## config.mk

```make
export PLATFORM = sky130hd
export DESIGN_NAME = periodic_task_priority_scheduler
export DESIGN_NICKNAME = d
export VERILOG_FILES = /design/src/rtl/pts_pkg.sv /design/src/rtl/pts_ctrl.sv /design/src/rtl/pts_dp.sv /design/src/rtl/periodic_task_priority_scheduler.sv
export SDC_FILE = /design/constraint.sdc
export NUM_CORES = 1
export LEC_CHECK = 0
export BUFFER_PORTS_ARGS = -buffer_cell sky130_fd_sc_hd__buf_2
export CORE_ASPECT_RATIO = 1.25
export CORE_MARGIN = 1
export CORE_UTILIZATION = 56
export DETAILED_ROUTE_END_ITERATION = 8
export PLACE_DENSITY = 0.77
export SLEW_MARGIN = 20
export SYNTH_ARGS = -nofsm -noshare
export SYNTH_HDL_FRONTEND = slang
export SYNTH_SLANG_ARGS = --single-unit
```

## constraint.sdc

```tcl
create_clock -name i_clk -period 4.4 [get_ports i_clk]
set_input_delay 0.44 -clock i_clk [delete_from_list [all_inputs] [get_ports i_clk]]
set_output_delay 0.44 -clock i_clk [all_outputs]
set_load 0.005 [all_outputs]
```

## src/rtl/pts_pkg.sv

```systemverilog
`timescale 1ns / 1ps

package pts_pkg;

    // Scheduler geometry.
    localparam int NUM_TASKS        = 8;
    localparam int COUNT_W          = 16;
    localparam int SLOT_W           = $clog2(NUM_TASKS);
    localparam int STEP_W           = $clog2(COUNT_W + 1);
    localparam int PERIODS_PER_WORD = 4;
    localparam int CFG_DATA_W       = PERIODS_PER_WORD * COUNT_W;
    localparam int CFG_IDX_W        = 2;
    localparam int KIND_W           = 2;

    localparam logic [COUNT_W-1:0] COUNT_MAX  = {COUNT_W{1'b1}};
    localparam logic [SLOT_W-1:0]  SLOT_NONE  = '0;
    localparam logic [SLOT_W-1:0]  SLOT_FIRST = SLOT_W'(1);
    localparam logic [SLOT_W-1:0]  SLOT_LAST  = SLOT_W'(NUM_TASKS - 1);

    // Configuration register indexes.
    localparam logic [CFG_IDX_W-1:0] CFG_ENABLE_MASK   = 2'd0;
    localparam logic [CFG_IDX_W-1:0] CFG_PERIODIC_MASK = 2'd1;
    localparam logic [CFG_IDX_W-1:0] CFG_PERIOD_LOW    = 2'd2;
    localparam logic [CFG_IDX_W-1:0] CFG_PERIOD_HIGH   = 2'd3;

    // Input item kinds; the fourth code has no meaning and does nothing.
    typedef enum logic [KIND_W-1:0] {
        KIND_TICK      = 2'd0,
        KIND_RUN       = 2'd1,
        KIND_SET_READY = 2'd2
    } t_kind;

    // Commands from the controller to the datapath.
    typedef struct packed {
        logic accept;
        logic tick_step;
        logic grant;
        logic set_ready;
        logic mod_step;
        logic mod_write;
        logic out_load;
    } t_cmd;

    // Status from the datapath to the controller.
    typedef struct packed {
        logic [KIND_W-1:0] kind;
        logic              found_mod;
        logic              tick_last;
        logic              mod_last;
        logic              out_free;
    } t_stat;

endpackage

```

## src/rtl/pts_ctrl.sv

```systemverilog
`timescale 1ns / 1ps

module pts_ctrl
    import pts_pkg::*;
(
    input  logic  i_clk,
    input  logic  i_rst_n,
    input  logic  i_valid,
    input  t_stat i_stat,
    output logic  o_ready,
    output t_cmd  o_cmd
);

    typedef enum logic [2:0] {
        S_IDLE,
        S_DISPATCH,
        S_TICK,
        S_MOD,
        S_MOD_WB,
        S_RESULT
    } t_state;

    t_state r_state;
    t_state n_state;

    always_comb begin
        n_state = r_state;
        o_cmd   = '0;
        unique case (r_state)
            S_IDLE: begin
                if (i_valid) begin
                    o_cmd.accept = 1'b1;
                    n_state      = S_DISPATCH;
                end
            end
            S_DISPATCH: begin
                unique case (i_stat.kind)
                    KIND_TICK: begin
                        n_state = S_TICK;
                    end
                    KIND_RUN: begin
                        o_cmd.grant = 1'b1;
                        n_state     = i_stat.found_mod ? S_MOD : S_RESULT;
                    end
                    KIND_SET_READY: begin
                        o_cmd.set_ready = 1'b1;
                        n_state         = S_RESULT;
                    end
                    default: begin
                        n_state = S_RESULT;
                    end
                endcase
            end
            S_TICK: begin
                o_cmd.tick_step = 1'b1;
                if (i_stat.tick_last) begin
                    n_state = S_RESULT;
                end
            end
            S_MOD: begin
                o_cmd.mod_step = 1'b1;
                if (i_stat.mod_last) begin
                    n_state = S_MOD_WB;
                end
            end
            S_MOD_WB: begin
                o_cmd.mod_write = 1'b1;
                n_state         = S_RESULT;
            end
            S_RESULT: begin
                if (i_stat.out_free) begin
                    o_cmd.out_load = 1'b1;
                    n_state        = S_IDLE;
                end
            end
            default: begin
                n_state = S_IDLE;
            end
        endcase
    end

    always_ff @(posedge i_clk) begin
        if (!i_rst_n) begin
            r_state <= S_IDLE;
        end else begin
            r_state <= n_state;
        end
    end

    assign o_ready = (r_state == S_IDLE);

    // An accepted transaction always moves the controller into dispatch.
    a_accept_dispatch: assert property (@(posedge i_clk) disable iff (!i_rst_n)
        (r_state == S_IDLE && i_valid) |=> (r_state == S_DISPATCH))
        else $error("accepted item did not reach dispatch");

    // The result is only loaded from the result state.
    a_load_from_result: assert property (@(posedge i_clk) disable iff (!i_rst_n)
        o_cmd.out_load |-> (r_state == S_RESULT))
        else $error("result loaded outside the result state");

endmodule

```

## src/rtl/pts_dp.sv

```systemverilog
`timescale 1ns / 1ps

module pts_dp
    import pts_pkg::*;
(
    input  logic                  i_clk,
    input  logic                  i_rst_n,
    input  logic                  i_cfg_valid,
    input  logic [CFG_IDX_W-1:0]  i_cfg_index,
    input  logic [CFG_DATA_W-1:0] i_cfg_data,
    input  logic [KIND_W-1:0]     i_kind,
    input  logic [SLOT_W-1:0]     i_task_index,
    input  logic                  i_out_ready,
    input  t_cmd                  i_cmd,
    output t_stat                 o_stat,
    output logic                  o_valid,
    output logic                  o_granted,
    output logic [SLOT_W-1:0]     o_granted_task,
    output logic [NUM_TASKS-1:0]  o_ready_after
);

    // Configuration.
    logic [NUM_TASKS-1:0]  r_enable;
    logic [NUM_TASKS-1:0]  r_periodic;
    logic [CFG_DATA_W-1:0] r_period_lo;
    logic [CFG_DATA_W-1:0] r_period_hi;

    // Scheduler state.
    logic [NUM_TASKS-1:0] r_ready;
    logic [COUNT_W-1:0]   r_count [NUM_TASKS];

    // Current item.
    logic [KIND_W-1:0] r_kind;
    logic [SLOT_W-1:0] r_index;
    logic [SLOT_W-1:0] r_slot;
    logic              r_granted;
    logic [SLOT_W-1:0] r_task;

    // Remainder unit, one quotient bit per cycle.
    logic [COUNT_W-1:0] r_rem;
    logic [COUNT_W-1:0] r_dvd;
    logic [COUNT_W-1:0] r_div;
    logic [STEP_W-1:0]  r_step;

    // Output register.
    logic                 r_out_valid;
    logic                 r_out_granted;
    logic [SLOT_W-1:0]    r_out_task;
    logic [NUM_TASKS-1:0] r_out_ready;

    logic [COUNT_W-1:0] w_period [NUM_TASKS];
    logic               w_found;
    logic [SLOT_W-1:0]  w_first;
    logic               w_needs_mod;
    logic [COUNT_W-1:0] w_inc;
    logic [COUNT_W:0]   w_trial;
    logic               w_fits;

    always_comb begin
        for (int i = 0; i < NUM_TASKS; i++) begin
            if (i < PERIODS_PER_WORD) begin
                w_period[i] = r_period_lo[COUNT_W*i +: COUNT_W];
            end else begin
                w_period[i] = r_period_hi[COUNT_W*(i-PERIODS_PER_WORD) +: COUNT_W];
            end
        end
    end

    // Lowest-numbered ready task; slot 0 never competes.
    always_comb begin
        w_found = 1'b0;
        w_first = SLOT_NONE;
        for (int i = NUM_TASKS - 1; i >= 1; i--) begin
            if (r_ready[i]) begin
                w_found = 1'b1;
                w_first = SLOT_W'(i);
            end
        end
    end

    assign w_needs_mod = r_periodic[w_first] && (w_period[w_first] != '0);
    assign w_inc       = (r_count[r_slot] == COUNT_MAX) ? r_count[r_slot]
                                                         : r_count[r_slot] + 1'b1;
    assign w_trial     = {r_rem, r_dvd[COUNT_W-1]};
    assign w_fits      = (w_trial >= {1'b0, r_div});

    always_ff @(posedge i_clk) begin
        if (!i_rst_n) begin
            r_enable    <= '0;
            r_periodic  <= '0;
            r_period_lo <= '0;
            r_period_hi <= '0;
        end else if (i_cfg_valid) begin
            unique case (i_cfg_index)
                CFG_ENABLE_MASK:   r_enable    <= i_cfg_data[NUM_TASKS-1:0];
                CFG_PERIODIC_MASK: r_periodic  <= i_cfg_data[NUM_TASKS-1:0];
                CFG_PERIOD_LOW:    r_period_lo <= i_cfg_data;
                CFG_PERIOD_HIGH:   r_period_hi <= i_cfg_data;
                default: ;
            endcase
        end
    end

    always_ff @(posedge i_clk) begin
        if (!i_rst_n) begin
            r_ready <= '0;
            for (int i = 0; i < NUM_TASKS; i++) begin
                r_count[i] <= '0;
            end
        end else begin
            if (i_cmd.tick_step && r_enable[r_slot]) begin
                r_count[r_slot] <= w_inc;
                if (w_inc > w_period[r_slot]) begin
                    r_ready[r_slot] <= 1'b1;
                end
            end
            if (i_cmd.grant && w_found) begin
                r_ready[w_first] <= 1'b0;
                if (!w_needs_mod) begin
                    r_count[w_first] <= '0;
                end
            end
            if (i_cmd.set_ready && r_index != SLOT_NONE) begin
                r_ready[r_index] <= 1'b1;
            end
            if (i_cmd.mod_write) begin
                r_count[r_task] <= r_rem;
            end
        end
    end

    always_ff @(posedge i_clk) begin
        if (i_cmd.accept) begin
            r_kind    <= i_kind;
            r_index   <= i_task_index;
            r_slot    <= SLOT_FIRST;
            r_granted <= 1'b0;
            r_task    <= SLOT_NONE;
        end
        if (i_cmd.tick_step) begin
            r_slot <= r_slot + 1'b1;
        end
        if (i_cmd.grant) begin
            r_granted <= w_found;
            r_task    <= w_first;
            r_rem     <= '0;
            r_dvd     <= r_count[w_first];
            r_div     <= w_period[w_first];
            r_step    <= STEP_W'(COUNT_W);
        end
        if (i_cmd.mod_step) begin
            r_rem  <= w_fits ? COUNT_W'(w_trial - {1'b0, r_div}) : w_trial[COUNT_W-1:0];
            r_dvd  <= {r_dvd[COUNT_W-2:0], 1'b0};
            r_step <= r_step - 1'b1;
        end
    end

    always_ff @(posedge i_clk) begin
        if (!i_rst_n) begin
            r_out_valid <= 1'b0;
        end else if (i_cmd.out_load) begin
            r_out_valid <= 1'b1;
        end else if (i_out_ready) begin
            r_out_valid <= 1'b0;
        end
    end

    always_ff @(posedge i_clk) begin
        if (i_cmd.out_load) begin
            r_out_granted <= r_granted;
            r_out_task    <= r_task;
            r_out_ready   <= r_ready;
        end
    end

    assign o_stat.kind      = r_kind;
    assign o_stat.found_mod = w_found && w_needs_mod;
    assign o_stat.tick_last = (r_slot == SLOT_LAST);
    assign o_stat.mod_last  = (r_step == STEP_W'(1));
    assign o_stat.out_free  = !r_out_valid || i_out_ready;

    assign o_valid        = r_out_valid;
    assign o_granted      = r_out_granted;
    assign o_granted_task = r_out_task;
    assign o_ready_after  = r_out_ready;

    // Slot 0 can never become ready.
    a_slot0_idle: assert property (@(posedge i_clk) disable iff (!i_rst_n)
        !r_ready[0])
        else $error("slot 0 marked ready");

    // A granted result always names a real task.
    a_grant_task: assert property (@(posedge i_clk) disable iff (!i_rst_n)
        (r_out_valid && r_out_granted) |-> (r_out_task != SLOT_NONE))
        else $error("grant without task");

    // The remainder write-back belongs to a granted run.
    a_mod_granted: assert property (@(posedge i_clk) disable iff (!i_rst_n)
        i_cmd.mod_write |-> (r_granted && r_step == '0))
        else $error("remainder written without grant");

endmodule

```

## src/rtl/periodic_task_priority_scheduler.sv

```systemverilog
`timescale 1ns / 1ps

// Eight-slot periodic task scheduler with a priority bitmap.
// Input channel (i_valid / o_ready): each transaction carries i_kind (tick, run,
// set-ready) and i_task_index. One item is handled at a time; o_ready is high
// only while the controller is idle.
// Output channel (o_valid / i_ready): one result transaction per item with the
// grant flag, the granted slot and the ready bitmap after the item.
// Configuration channel (i_cfg_valid / o_cfg_ready, always ready): register
// index 0 enable mask, 1 periodic mask, 2 and 3 the packed period words.
// From acceptance to o_valid: set-ready, unused kinds and runs that need no
// remainder pass from dispatch straight to the result state; a tick walks slots
// 1 to 7 through one counter update per cycle; a run of a periodic task with a
// nonzero period goes through the 16-step shift-subtract remainder unit and a
// write-back state. The controller returns to idle as the result is loaded and
// accepts the next item in the cycle after, never before that result is loaded.
// Reset (synchronous, active low) clears all configuration, ready bits and
// elapsed counts. When the receiver stalls, the result is held in the output
// register; the next item is still accepted and runs until its own result
// waits for the output register to drain.
module periodic_task_priority_scheduler
    import pts_pkg::*;
(
    input  logic                  i_clk,
    input  logic                  i_rst_n,
    input  logic                  i_cfg_valid,
    output logic                  o_cfg_ready,
    input  logic [CFG_IDX_W-1:0]  i_cfg_index,
    input  logic [CFG_DATA_W-1:0] i_cfg_data,
    input  logic                  i_valid,
    output logic                  o_ready,
    input  logic [KIND_W-1:0]     i_kind,
    input  logic [SLOT_W-1:0]     i_task_index,
    output logic                  o_valid,
    input  logic                  i_ready,
    output logic                  o_granted,
    output logic [SLOT_W-1:0]     o_granted_task,
    output logic [NUM_TASKS-1:0]  o_ready_after
);

    t_cmd  w_cmd;
    t_stat w_stat;

    // Configuration writes are always taken.
    assign o_cfg_ready = 1'b1;

    // The controller sequences each item; the datapath holds all state.
    pts_ctrl u_ctrl (
        .i_clk   (i_clk),
        .i_rst_n (i_rst_n),
        .i_valid (i_valid),
        .i_stat  (w_stat),
        .o_ready (o_ready),
        .o_cmd   (w_cmd)
    );

    pts_dp u_dp (
        .i_clk          (i_clk),
        .i_rst_n        (i_rst_n),
        .i_cfg_valid    (i_cfg_valid),
        .i_cfg_index    (i_cfg_index),
        .i_cfg_data     (i_cfg_data),
        .i_kind         (i_kind),
        .i_task_index   (i_task_index),
        .i_out_ready    (i_ready),
        .i_cmd          (w_cmd),
        .o_stat         (w_stat),
        .o_valid        (o_valid),
        .o_granted      (o_granted),
        .o_granted_task (o_granted_task),
        .o_ready_after  (o_ready_after)
    );

endmodule

```

==> flow_summary.yaml, run 1 <==
global_routing:
  grt_overflow: 0
  grt_use_total_pct: 37.7
  grt_pass1_wl_mm: 101
  use_met1_pct: 43.6
  grt-busiest-layer: "met2"
  antenna_found_initial: 0
  use_met3_pct: 5.87
  use_met2_pct: 63.6
  grt_max_degree: 119
  grt_pass1_vias: 17500
clock_network:
  cts.sinks: 364
  cts_tree: "built"
  root_buffer: "clkbuf_16"
  insertion_delay_ns: 0.55
  cts_max_level: 2
  numCtsBuffers: 37
  clockBufferDepth: 3
  cts.clk_slew.worst_paths_ns: 0.07
final_layout:
  drive_above_1_share_pct: 17.7
  area_delta_synth_final_pct: 15.3
  regArea_um2: 9340
  multi_input_area_um2: 9590
  fin_nets: 2284
  final_core_util_pct: 65.6
  n_antenna_cell: 0
  fillCellCount: 2711
critical_path:
  path_max_fanout: 39
  critPathMaxStageDelay_ns: 0.91
  reg2reg_slack_ns: 0.09
  required_ns: 4.67
  worst_setup_path_start_kind: "flop"
  worstPathCellList: "nor2b_1 > o311ai_4 > buf_4 > nand2_1 > nand3_1 > nand3_1 > nand4_1 > nor4_4 > buf_4 > a21o_1 > a21oi_4 > buf_4 > nor4_1"
  critPathArrivalTime_ns: 4.58
  path_common_cell: "buf_4"
  worst_setup_path_end_kind: "flop"
  crit_path_top_delay_cell: "o311ai_4"
  critical_path_class: "flop to flop"
pwr:
  sequentialPowerShare_pct: 43.6
  total_power_mw: 8.85
  p_switching_mw: 2.54
  power_density_nw_per_um2: 390
  pwr-share-comb_pct: 18.4
  peakVddDrop_mv: 0.317
  clockPowerShare_pct: 38.0
  leakage_nw: 8.01
  p_int_mw: 6.31
  sw_frac_of_total_pct: 28.7
sta:
  worst_pin_slew_ns: 1.12
  setup_viol: 0
  period_share_pct: 97.9
  slew_viol_final: 0
  worst_slack_ns: 0.0941
  whs_ns: 0.0676
  fmax_ghz: 0.232
  min_period_ns: 4.31
  max_slew_margin_pct: 25.3
  finalHoldViolCount: 0
  fin_skew_ns: 0.0233
run:
  maxCapViolCount: 0
die:
  start_util_pct: 56.9
  coreArea_um2: 34500
  die-area_um2: 35800
  die_h_um: 211
  rows: 76
  die_w_um: 170
  ios: 91
status:
  status: "complete, no violations"
yosys:
  seq_area_frac_synth_pct: 47.5
  yosys_warnings: 0
  syn_inst: 2081
  synth_nets: 2195
  synth.distinct_cells: 75
  synth_edf_count: 204
  synthArstFlopShare_pct: 0
  ys_ff_latch: 364
  synth_area_um2: 19600
  syn_avg_cell_area_um2: 9.44
  synth_flop_cell: "edfxtp_1"
routing:
  wl_mm: 67.5
  dr.pass1.iters: 9
  post_drt_wl_per_cell_um: 25.3
  vias: 17900
  vias_per_cell: 6.73
  drc: 0
  initialDrtViolationCount: 1985
  ant_nets: 0
placement:
  hpwl_mm: 46.0
  io_buffers: 89
  gp_congestion: 0.961
  place_ws_ns: -0.0583
worst_hold_path:
  min_path_type: "primary input to flop"
[worst max-delay path, delay by kind of cell, from the launching register on]
kind / cells / cell delay [ns]
AOI/OAI and AO/OA: 3 / 1.52
and+or+nand+nor: 7 / 0.89
DFF: 1 / 0.44
buffers and inverters: 3 / 1.11
[area by class of cell]
cell class,instances,area share (%)
Multi-Input combinational cell,1486,42.3
Clock inverter,24,1.23
Clock buffer,44,4.43
Sequential cell,364,41.2
Inverter,65,1.09
Tap cell,468,2.58
Timing Repair Buffer,216,7.11
[Yosys cell counts (7+ instances only)]
cell	number	share of area, %
nand3_1	45	1.1
a22oi_1	35	1.3
nand4_1	13	0.41
clkbuf_1	118	2.3
a32oi_1	14	0.62
ha_1	37	2.4
dfxtp_1	160	16
xor2_1	8	0.36
nand2_1	454	8.7
nand3b_1	9	0.34
buf_2	23	0.59
o21a_1	8	0.31
buf_6	10	0.57
a21oi_1	198	5.0
buf_1	8	0.15
nor3_1	75	1.9
mux2i_1	67	3.4
edfxtp_1	204	31
inv_1	64	1.2
a31oi_1	18	0.57
nand2b_1	11	0.35
nor4_1	92	2.9
nor4_2	13	0.83
a221oi_1	16	0.71
o31ai_1	19	0.73
a21o_1	10	0.38
buf_4	7	0.27
mux2_2	10	0.57
a211oi_1	18	0.69
mux4_2	36	4.1
a22o_1	14	0.62
nor2b_1	8	0.25
a32o_1	15	0.76
o21ai_0	27	0.69
nor2_1	66	1.3
o22ai_1	23	0.73
xnor2_1	15	0.67
and3_1	37	1.2
nor3b_1	7	0.27
or3_1	9	0.29
[sequential cells by signal (all words and copies together) (netlist names), 3 cells and up, named ones only]
signal               cells
u_dp.r_slot              3
u_dp.o_ready_after       8
u_dp.r_task              3
u_dp.r_enable            8
u_dp.r_div              16
u_dp.r_period_lo        64
u_dp.r_count           128
u_dp.r_periodic          8
u_dp.r_period_hi        64
u_dp.r_dvd              16
u_dp.r_index             3
u_dp.r_ready             8
u_dp.r_rem              16
u_dp.o_granted_task      3
u_ctrl.r_state           3
u_dp.r_step              5
[repair_timing]
item | CTS | global route
setup endpoints to repair | 4 | 8
setup buffers | 1 | 1
gates resized for setup | 1 | 15
hold buffers | 0 | 0
pin swaps | 1 | 2
cloned | 0 | 1
[stage by stage]
step                instance area (µm²)  setup TNS (ns)  std cells
detailed placement                21200          -0.140       2596
global route                      22700         -0.0107       2667
global placement                  21200               0       2596
floorplan                         19700               0       2081
CTS                               22500               0       2665
finish                            22700               0       2667
[cells in the final DEF, fill, tap and decap left out, types with 18 or more instances in the layout]
cell	count
nand2_1	453
edfxtp_1	204
a21oi_1	192
dfxtp_1	157
buf_4	109
nor4_1	90
buf_2	89
nor3_1	74
mux2i_1	65
inv_1	64
nor2_1	63
nand3_1	44
clkbuf_16	40
and3_1	36
mux4_2	36
a22oi_1	35
ha_1	35
o21ai_0	23
o22ai_1	23
a211oi_1	18
[logic make-up (layout without fill, tap and decap cells)]
logic type / count (synthesis) / in the layout / share of synthesized area, %
flops: 364 / 364 / 47.5
fa+ha+maj: 38 / 38 / 2.46
mux: 114 / 114 / 8.19
simple gates: 856 / 856 / 20.7
xor+xnor: 23 / 23 / 1.03
buf+inv: 231 / 349 / 5.08
other cells: 1 / 1 / 0.0191
compound gates: 454 / 454 / 15.1
[worst paths after layout]
path,start,end,cells past startpoint
worst min-delay path,i_task_index[2],u_dp.r_index[2],1
worst max-delay path,u_dp.r_ready[6],u_dp.r_count[3][3],13
worst max register to register,u_dp.r_ready[6],u_dp.r_count[3][3],13
worst min register to register,u_dp.r_ready[0],u_dp.o_ready_after[0],0
[power by group through the flow]
stage / Combinational (mW) / Clock, mW / Sequential, mW
4_1_cts: 1.56 / 3.37 / 3.85
2_1_floorplan: 0.977 / 0 / 3.86
3_5_place_dp: 1.55 / 0 / 3.92
3_3_place_gp: 1.53 / 0 / 3.91
6_report: 1.63 / 3.36 / 3.85
5_1_grt: 1.72 / 3.49 / 3.86
[per-layer routing]
metal  part of all wire (%)  wire length [µm]
met1                     35             23400
met3                    8.9              6040
met4                    8.7              5860
met5                      0                 0
met2                     48             32200
No activity file was read; power rests on OpenSTA's default activity.
==> run 2, diff against run 1 <==
CORE_UTILIZATION = 60   (was 56)
PLACE_DENSITY = 0.78   (was 0.77)
clock period = 4.6 ns   (was 4.4 ns; I/O delays follow)
==> flow_summary.yaml, run 2 (synthesized netlist as in run 1, its figures left out) <==
clock_network:
  cts.clk_slew.worst_paths_ns: 0.06
  numCtsBuffers: 38
  clockBufferDepth: 3
  post-cts-setup-buffers: 0
  insertion_delay_ns: 0.55
  cts_tree: "built"
  root_buffer: "clkbuf_16"
  cts.sinks: 364
  cts_max_level: 2
pwr:
  peakVddDrop_mv: 0.551
  power_density_nw_per_um2: 372
  sw_frac_of_total_pct: 29.0
  sequentialPowerShare_pct: 44.7
  p_int_mw: 5.86
  leakage_nw: 7.86
  pwr-share-comb_pct: 17.8
  clockPowerShare_pct: 37.5
  p_switching_mw: 2.39
  total_power_mw: 8.25
status:
  status: "complete, no violations"
routing:
  ant_nets: 0
  vias_per_cell: 6.94
  post_drt_wl_per_cell_um: 25.7
  dr.pass1.iters: 6
  vias: 18000
  wl_mm: 66.6
  drc: 0
  initialDrtViolationCount: 2347
placement:
  place_ws_ns: -0.0166
  hpwl_mm: 44.9
  gp_congestion: 0.984
  place_area_um2: 20900
  io_buffers: 89
  dp_cells: 2526
sta:
  slew_viol_final: 0
  min_period_ns: 4.47
  setup_tns_ns: 0
  whs_ns: 0.0860
  period_share_pct: 97.2
  setup_viol: 0
  worst_slack_ns: 0.128
  finalHoldViolCount: 0
  fin_skew_ns: 0.0237
  rsz0062_at_grt: "false"
  worst_pin_slew_ns: 1.10
  fmax_ghz: 0.224
  max_slew_margin_pct: 26.4
critical_path:
  worst_setup_path_end_kind: "flop"
  cp_top_family: "simple AND/OR/NAND/NOR gates"
  critPathMaxStageDelay_ns: 0.56
  critical_path_class: "flop to flop"
  crit_path_top_delay_cell: "nor3_1"
  critPathArrivalTime_ns: 4.74
  worstPathCellList: "nor2b_1 > o311a_2 > buf_4 > mux2i_1 > o22ai_1 > nor3_1 > nand4_1 > nor4_4 > a21o_1 > o211a_2 > buf_4 > nor4_1"
  required_ns: 4.86
  path_max_fanout: 40
  path_common_cell: "buf_4"
  worst_setup_path_start_kind: "flop"
  path_buf_inv: 2
final_layout:
  layout_commonest_cell: "nand2_1"
  final_area_um2: 22200
  reg_top3: "u_dp.r_count: 128 flops, u_dp.r_period_hi: 64 flops, u_dp.r_period_lo: 64 flops"
  layout_common_cells: "nand2_1, edfxtp_1, a21oi_1"
  area_delta_synth_final_pct: 13.0
  drive_above_1_share_pct: 16.7
  largest_reg_flops: 128
  regMostFlops: "u_dp.r_count"
  fin_nets: 2268
  layout.cells.non_filler: 2596
  final_core_util_pct: 69.2
run:
  maxCapViolCount: 0
global_routing:
  grt_pass1_wl_mm: 101
  grt_pass1_vias: 17800
  grt_max_degree: 104
  grt_overflow: 0
  antenna_found_initial: 0
  grt_use_total_pct: 40.4
worst_hold_path:
  min_path_type: "primary input to flop"
die:
  start_util_pct: 61.3
  die-area_um2: 33500
  rows: 73
  coreArea_um2: 32100
  ios: 91
  die_w_um: 164
  die_h_um: 204
[run 2: cell types whose count changed in the layout (fill, tap and decap cells not counted), moves of 4 or more]
| cell | delta |
|---|---|
| clkinv_1 | -4 |
| clkinv_2 | +4 |
| buf_12 | -8 |
| buf_4 | -8 |
[run 2: what timing repair did]
item                                    in CTS  in global routing
hold buffers                                 0                  0
endpoints found under the setup margin       2                  8
gates resized for setup                      1                  8
[run 2: power groups by stage]
| stage | logic [mW] | registers, mW | clock network (mW) |
|---|---|---|---|
| after floorplan | 0.932 | 3.69 | 0 |
| after global placement | 1.38 | 3.74 | 0 |
| after detailed placement | 1.42 | 3.75 | 0 |
| after CTS | 1.42 | 3.68 | 3.10 |
| after global routing | 1.55 | 3.69 | 3.22 |
| final | 1.47 | 3.69 | 3.09 |
[run 2: cell type report]
cell class | count | area [µm²]
sequential | 364 | 9340
timing repair buffer | 199 | 1370
multi-input combinational | 1486 | 9490
fill | 2467 | 9870
antenna | 1 | 2.50
clock buffer | 48 | 1040
clock inverter | 21 | 190
tap | 412 | 515
inverter | 65 | 246
[run 2: path summary, 6_finish.rpt]
check,from,depth (start not counted),to,slack (ns)
setup / recovery,u_dp.r_ready[7],12,u_dp.r_count[2][4],0.13
hold / removal,i_task_index[2],1,u_dp.r_index[2],0.09
setup reg to reg,u_dp.r_ready[7],12,u_dp.r_count[2][4],0.13
hold reg to reg,u_dp.r_ready[0],0,u_dp.o_ready_after[0],0.45
[run 2: routing by layer]
metal	global-route usage, %	up-vias	routed length [µm]
met5	0	-	0
met4	30.9	0	5650
met3	7.85	361	6620
met2	67.4	1268	32100
met1	45.4	8536	22200
li1	-	7860	-
